File: src/design/tgh_pkg.sv
// ----------------------------------------------------------------------------
// tgh_pkg
// Shared types and constants of the transmit gate and hop schedule engine.
// ----------------------------------------------------------------------------
package tgh_pkg;

  localparam int unsigned SAMPLE_W = 48;
  localparam int unsigned FREQ_W   = 40;
  localparam int unsigned KIND_W   = 3;
  localparam int unsigned STATUS_W = 3;
  localparam int unsigned DIV_CNT_W = $clog2(SAMPLE_W + 1);

  localparam int unsigned MAX_EVENTS_DEF = 32;
  localparam int unsigned MAX_HOPS_DEF   = 16;
  localparam int unsigned MAX_FREQS_DEF  = 64;

  typedef enum logic [KIND_W-1:0] {
    KIND_CLEAR = 3'd0,
    KIND_EVENT = 3'd1,
    KIND_HOP   = 3'd2,
    KIND_ENTRY = 3'd3,
    KIND_QUERY = 3'd4
  } kind_e;

  typedef enum logic [STATUS_W-1:0] {
    ST_OK         = 3'd0,
    ST_CONFLICT   = 3'd1,
    ST_ZERO_DWELL = 3'd2,
    ST_REPEAT     = 3'd3,
    ST_FULL       = 3'd4
  } status_e;

  typedef struct packed {
    logic                start;
    logic [SAMPLE_W-1:0] dividend;
    logic [SAMPLE_W-1:0] divisor;
  } div_req_t;

  typedef struct packed {
    logic                busy;
    logic                done;
    logic [SAMPLE_W-1:0] quot;
    logic [SAMPLE_W-1:0] rem;
  } div_rsp_t;

endpackage

File: src/design/tgh_div.sv
// ----------------------------------------------------------------------------
// tgh_div
// Restoring divider, one quotient bit per cycle, 48-bit operands.
// ----------------------------------------------------------------------------
module tgh_div
  import tgh_pkg::*;
(
  input  logic     clk_i,
  input  logic     rst_ni,
  input  div_req_t req_i,
  output div_rsp_t rsp_o
);

  logic                 busy_q, busy_d;
  logic                 done_q, done_d;
  logic [DIV_CNT_W-1:0] cnt_q, cnt_d;
  logic [SAMPLE_W-1:0]  rem_q, rem_d;
  logic [SAMPLE_W-1:0]  quo_q, quo_d;
  logic [SAMPLE_W-1:0]  dvs_q, dvs_d;
  logic [SAMPLE_W:0]    trial;
  logic [SAMPLE_W+1:0]  diff;
  logic                 ge;

  assign trial = {rem_q, quo_q[SAMPLE_W-1]};
  assign diff  = {1'b0, trial} - {2'b00, dvs_q};
  assign ge    = ~diff[SAMPLE_W+1];

  always_comb begin
    busy_d = busy_q;
    done_d = 1'b0;
    cnt_d  = cnt_q;
    rem_d  = rem_q;
    quo_d  = quo_q;
    dvs_d  = dvs_q;
    if (req_i.start) begin
      busy_d = 1'b1;
      cnt_d  = DIV_CNT_W'(SAMPLE_W);
      rem_d  = '0;
      quo_d  = req_i.dividend;
      dvs_d  = req_i.divisor;
    end else if (busy_q) begin
      rem_d = ge ? diff[SAMPLE_W-1:0] : trial[SAMPLE_W-1:0];
      quo_d = {quo_q[SAMPLE_W-2:0], ge};
      cnt_d = cnt_q - 1'b1;
      if (cnt_q == DIV_CNT_W'(1)) begin
        busy_d = 1'b0;
        done_d = 1'b1;
      end
    end
  end

  always_ff @(posedge clk_i or negedge rst_ni) begin
    if (!rst_ni) begin
      busy_q <= 1'b0;
      done_q <= 1'b0;
      cnt_q  <= '0;
    end else begin
      busy_q <= busy_d;
      done_q <= done_d;
      cnt_q  <= cnt_d;
    end
  end

  always_ff @(posedge clk_i) begin
    rem_q <= rem_d;
    quo_q <= quo_d;
    dvs_q <= dvs_d;
  end

  assign rsp_o = '{busy: busy_q, done: done_q, quot: quo_q, rem: rem_q};

endmodule

File: config.mk
export PLATFORM = sky130hd
export DESIGN_NAME = tgh_div
export DESIGN_NICKNAME = d
export VERILOG_FILES = /design/src/design/tgh_pkg.sv /design/src/design/tgh_div.sv
export SDC_FILE = /design/constraint.sdc
export NUM_CORES = 1
export LEC_CHECK = 0
export ABC_AREA = 0
export BUFFER_PORTS_ARGS = -buffer_cell sky130_fd_sc_hd__buf_2
export CAP_MARGIN = 20
export CORE_MARGIN = 5
export CORE_UTILIZATION = 44
export DETAILED_ROUTE_END_ITERATION = 10
export GPL_TIMING_DRIVEN = 0
export MAX_ROUTING_LAYER = met4
export PLACE_DENSITY = 0.72
export RECOVER_POWER = 50
export SYNTH_ARGS = -nofsm -noshare
export SYNTH_HDL_FRONTEND = slang
export SYNTH_SLANG_ARGS = --single-unit
File: constraint.sdc
create_clock -name clk_i -period 3.2 [get_ports clk_i]
set_input_delay 0.32 -clock clk_i [delete_from_list [all_inputs] [get_ports clk_i]]
set_output_delay 0.32 -clock clk_i [all_outputs]
set_load 0.1 [all_outputs]
## After elaboration in Yosys (flattened, before gate mapping)

Index checks and enable logic that the tools add are counted.

- Register bits: 152
- Output and inout port bits: 98
- Word-level logic and storage cells: 22

- $add $sub $neg: 2
- Equal/unequal tests: 1
- Mux-type cells: 11
- Bitwise gates (word level): 1
- Reductions and logical operators: 1

Operators with widths:

| kind | count |
|---|---|
| $mux 48 | 3 |
| $sub 49x48->50 | 1 |
| $mux 6 | 2 |
| $eq 6x1->1 const B | 1 |
| $mux 1 | 6 |
| $sub 6x1->6 const B | 1 |
| $reduce_bool 2->1 | 1 |
| $not 1->1 | 1 |

## Longest topological paths before layout

- Word-level depth: 4
- Mapped depth: 15
- Depth with buffers taken out: 13

## Worst setup path after synthesis

Ideal clock, no wire load.

- Kind: register to register
- Start: reg quo_q[47]
- End: reg rem_q[42]
- Library setup time: 0.086 ns
- Data arrival time: 3.499 ns
- Data required time: 3.114 ns
- Slack: -0.385 ns
- Cell stages (with the launch flop): 14
- Path buffers: 0
- Clock period less this slack: 3.585 ns
- Cell sequence: edfxtp_1 > inv_1 > ha_1 > fa_1 > nor2b_1 > o2111ai_1 > a21oi_1 > o211ai_1 > a2111oi_0 > nor2_1 > o211ai_1 > xor2_1 > mux2i_1 > a211oi_1

- Word-level cells in the longest chain between the ends: 2

Ends and longest elaborated chain:

| element | line | RTL |
|---|---|---|
| from (decl) | tgh_div.sv:18 | `logic [SAMPLE_W-1:0] quo_q, quo_d;` |
| from (signal assigned) | tgh_div.sv:66 | `quo_q <= quo_d;` |
| $sub 49x48->50 | tgh_div.sv:25 | `assign diff = {1'b0, trial} - {2'b00, dvs_q};` |
| $mux 48 | tgh_div.sv:42 | `rem_d = ge ? diff[SAMPLE_W-1:0] : trial[SAMPLE_W-1:0];` |
| to (signal assigned) | tgh_div.sv:65 | `rem_q <= rem_d;` |
| to (decl) | tgh_div.sv:17 | `logic [SAMPLE_W-1:0] rem_q, rem_d;` |

No other way between the ends.
A chain may end at the register's enable or synchronous reset.

## Worst setup path in the final report

- Start: reg dvs_q[26]
- End: reg rem_q[17]

- Word-level cells in the longest chain between the ends: 2

Ends and longest elaborated chain:

| element | line | RTL |
|---|---|---|
| from (decl) | tgh_div.sv:19 | `logic [SAMPLE_W-1:0] dvs_q, dvs_d;` |
| from (signal assigned) | tgh_div.sv:67 | `dvs_q <= dvs_d;` |
| $sub 49x48->50 | tgh_div.sv:25 |  |
| $mux 48 | tgh_div.sv:42 |  |

No other way between the ends.

==> impl_metrics.ini <==
[run_status]
status = complete, but fails checks
violations = setup timing

[drt]
drc = 0
num_vias = 7762
wire_per_inst_um = 18.2
drtPass1Iterations = 5
drtIter0Drc = 439
postRouteAntennaNets = 0
wl_um = 25800
vias_per_cell = 5.47

[yosys]
synth_edf_count = 96
synth_flop_cell = edfxtp_1
yosys_warnings = 0
netlist_area_um2 = 8870
synth_fp_nets = 1046
ys_seq_area_share_pct = 45.6
async_reset_ff_share_pct = 5.26
synthDistinctLibCells = 58
synth_seq_cells = 152
synth.avg_cell_area_um2 = 9.90
netlist_instances = 896

[finish]
fin_cells = 1418
area_growth_pct = 26.6
num-nets-final = 1283
finish.utilization_pct = 56.0
drive_gt1_share_pct = 27.5

[timing]
worst_slew_pin_slew_ns = 1.45
final-hold-violation-count = 0
hold_slack_ns = 0.0617
setup_ws_ns = -0.000242
grt_setup_unrepaired = true
fin_crit_ns = 3.20
slew_violations = 0
fin_setup_tns_ns = -0.000242
min_period_over_period_pct = 100
max_slew_margin_pct = 3.58
clock.fmax_mhz = 312
setup_viol = 1
finClkSkew_ns = 0.0153

[power]
max-vdd-ir-drop_v = 0.000545
pwr_density_cell_nw_per_um2 = 1110
p_total_mw = 12.5
power_leakage_nw = 4.96

[die]
die_x_um = 152
core-area_um2 = 20000
start_util_pct = 44.3
rows = 52
ioPinCount = 197
die_area_um2 = 23100
die_y_um = 152

[placement]
dpl.hpwl_um = 18700
dpl.cell_count = 1363
gp_congestion = 0.909
portBuffers = 196

[worst_setup_path]
cp.arrival_ns = 3.48
worstReg2RegStart = dvs_q[26]
critPathLaunchType = flop
required_ns = 3.48
endpoint_kind = flop
criticalPathCategory = reg -> reg
critical_path.startpoint = dvs_q[26]
cp_max_fo = 10

[grt]
grt_pass1_vias = 7854
grtUsageTotal_pct = 22.3
overflow = 0
grt_pass1_wl_um = 40800
antenna_found_initial = 2
grt_start_max_net_pins = 50

[job]
cap_violations = 0

[clock_network]
cts.path.max_buffers = 2
cts-root-buf = clkbuf_16
numCtsBuffers = 17
clkLatencyLatePin_ns = 0.43
clkTransAtPathRegs_ns = 0.07
h-tree-depth = 4
cts_tree = built
cts_sinks = 152

[worst_hold_path]
min_from = req_i[6]
min-delay-path-class = in -> reg
-- path summary, 6_finish.rpt --
kind                       slack (ns)  depth (start not counted)   endpoint
max                           -0.0002                         14  rem_q[17]
min                              0.06                          1   dvs_q[6]
max reg2reg                   -0.0002                         14  rem_q[17]
min reg2reg                      0.50                          2   rem_q[0]
max in group asynchronous        2.46                          2   cnt_q[4]
min in group asynchronous        0.42                          2   cnt_q[0]
-- logic make-up (layout without fill, tap and decap cells) --
family | Yosys count | count (layout) | synth area share (%)
muxes | 64 | 64 | 7.90
and+or+nand+nor | 224 | 224 | 11.6
buffers and inverters | 118 | 367 | 5.52
other | 0 | 2 | 0
xor gates and xnor gates | 40 | 40 | 3.95
DFF | 152 | 152 | 45.6
adders and majority gates | 51 | 51 | 7.28
AOI/OAI and AO/OA | 247 | 248 | 18.1
-- cells in the final DEF (no fill, tap or decap), types with 6 or more instances in the layout --
cell         n
a21oi_1     74
dfxtp_1     21
nand2_1     44
ha_1        46
nor2_1      92
dfxtp_2     27
o21bai_1    10
a31oi_1      8
edfxtp_1    96
clkbuf_16   18
buf_4       20
and3_1      10
dfrtp_1      8
nand3_1     14
nor2b_1      7
o21ai_0     22
nor3_1      15
buf_2      130
xnor2_1     16
a211oi_1    37
clkbuf_1   101
inv_1       65
o21ai_1      6
mux2i_1     15
buf_6        8
a21o_1      30
mux2_2      48
a21oi_2      8
o21a_1       9
xor2_1      23
nand4_1     12
-- state kept, by name, indices dropped and copies added (netlist names) --
name and flops:
busy_q 1, rem_q 48, cnt_q 6, quo_q 48
dvs_q 48, done_q 1
-- critical path, cell delays in order, from the launching register on --
cell and delay [ns]:
edfxtp_1 0.39, inv_2 0.08, ha_4 0.22, a21o_1 0.15, a21o_1 0.17, a21o_1 0.21, a21oi_2 0.21, a211oi_4 0.11
a221o_2 0.46, buf_12 0.15, a31oi_4 0.29, buf_6 0.21, nor2_1 0.06, a21oi_1 0.23, a211oi_2 0.13
-- power by group --
part	internal (mW)	switching [mW]	leakage, nW
combinational	2.30	5.18	3.21
sequential	2.55	0.420	1.47
clock	1.10	0.907	0.277
total	5.96	6.51	4.96
-- cell type report --
type / instances / area [µm²]
Antenna cell: 2 / 5.00
Buffer: 45 / 256
Clock buffer: 17 / 425
Clock inverter: 15 / 154
Fill cell: 1851 / 8810
Inverter: 67 / 251
Multi-Input combinational cell: 627 / 4570
Sequential cell: 152 / 4080
Tap cell: 270 / 338
Timing Repair Buffer: 223 / 1150
-- through the flow --
stage / setup WS (ns) / cell area (µm²)
detailed placement: -0.292 / 10300
global placement: -0.475 / 10300
finish: -0.000242 / 11200
floorplan: -0.162 / 8930
global route: -0.152 / 11200
CTS: -0.0253 / 11000
-- Yosys cell counts, types with 2 or more instances --
cell type | n | area [µm²]
dfrtp_1 | 8 | 200
xor2_1 | 24 | 210
a311oi_1 | 3 | 26.3
o311ai_0 | 2 | 17.5
o21bai_1 | 11 | 82.6
buf_2 | 4 | 20.0
a21oi_1 | 82 | 410
a21boi_0 | 3 | 22.5
or2_2 | 2 | 12.5
o211ai_1 | 4 | 30.0
ha_1 | 50 | 626
nor2_1 | 94 | 353
a211oi_1 | 41 | 308
mux2i_1 | 16 | 160
a221oi_1 | 3 | 26.3
or3_1 | 2 | 12.5
nor2b_1 | 8 | 50.1
a31oi_1 | 8 | 50.1
o22ai_1 | 4 | 25.0
o2111ai_1 | 2 | 17.5
buf_6 | 3 | 33.8
nor3_1 | 17 | 85.1
nor4_1 | 4 | 25.0
o21a_1 | 9 | 67.6
and2_1 | 6 | 37.5
nand3_1 | 14 | 70.1
edfxtp_1 | 96 | 2880
nand4_1 | 12 | 75.1
o21ai_1 | 3 | 15.0
a21o_1 | 30 | 225
nor3b_1 | 3 | 22.5
dfxtp_1 | 48 | 961
buf_4 | 5 | 37.5
a211o_1 | 3 | 26.3
o21ai_0 | 28 | 140
nand2_1 | 44 | 165
xnor2_1 | 16 | 140
and3_1 | 10 | 62.6
mux2_2 | 48 | 541
nand2b_1 | 5 | 31.3
inv_1 | 67 | 251
clkbuf_1 | 38 | 143
-- layer usage --
| metal | vias to the layer above | part of all wire, % | track usage (%) |
|---|---|---|---|
| met3 | 39 | 7.5 | 6.26 |
| li1 | 3735 | - | - |
| met2 | 278 | 47 | 35.5 |
| met5 | - | 0 | - |
| met1 | 3710 | 43 | 28.3 |
| met4 | 0 | 1.9 | 5.52 |
-- repair_timing --
item | CTS | global route
resized for setup | 15 | 44
hold buffers | 1 | 0
gates cloned | 2 | 1
setup endpoints to repair | 49 | 49
endpoints found under the hold margin | 8 | 0
setup buffers | 5 | 17
pin swaps | 4 | 15
No activity file was read; power rests on OpenSTA's default activity.
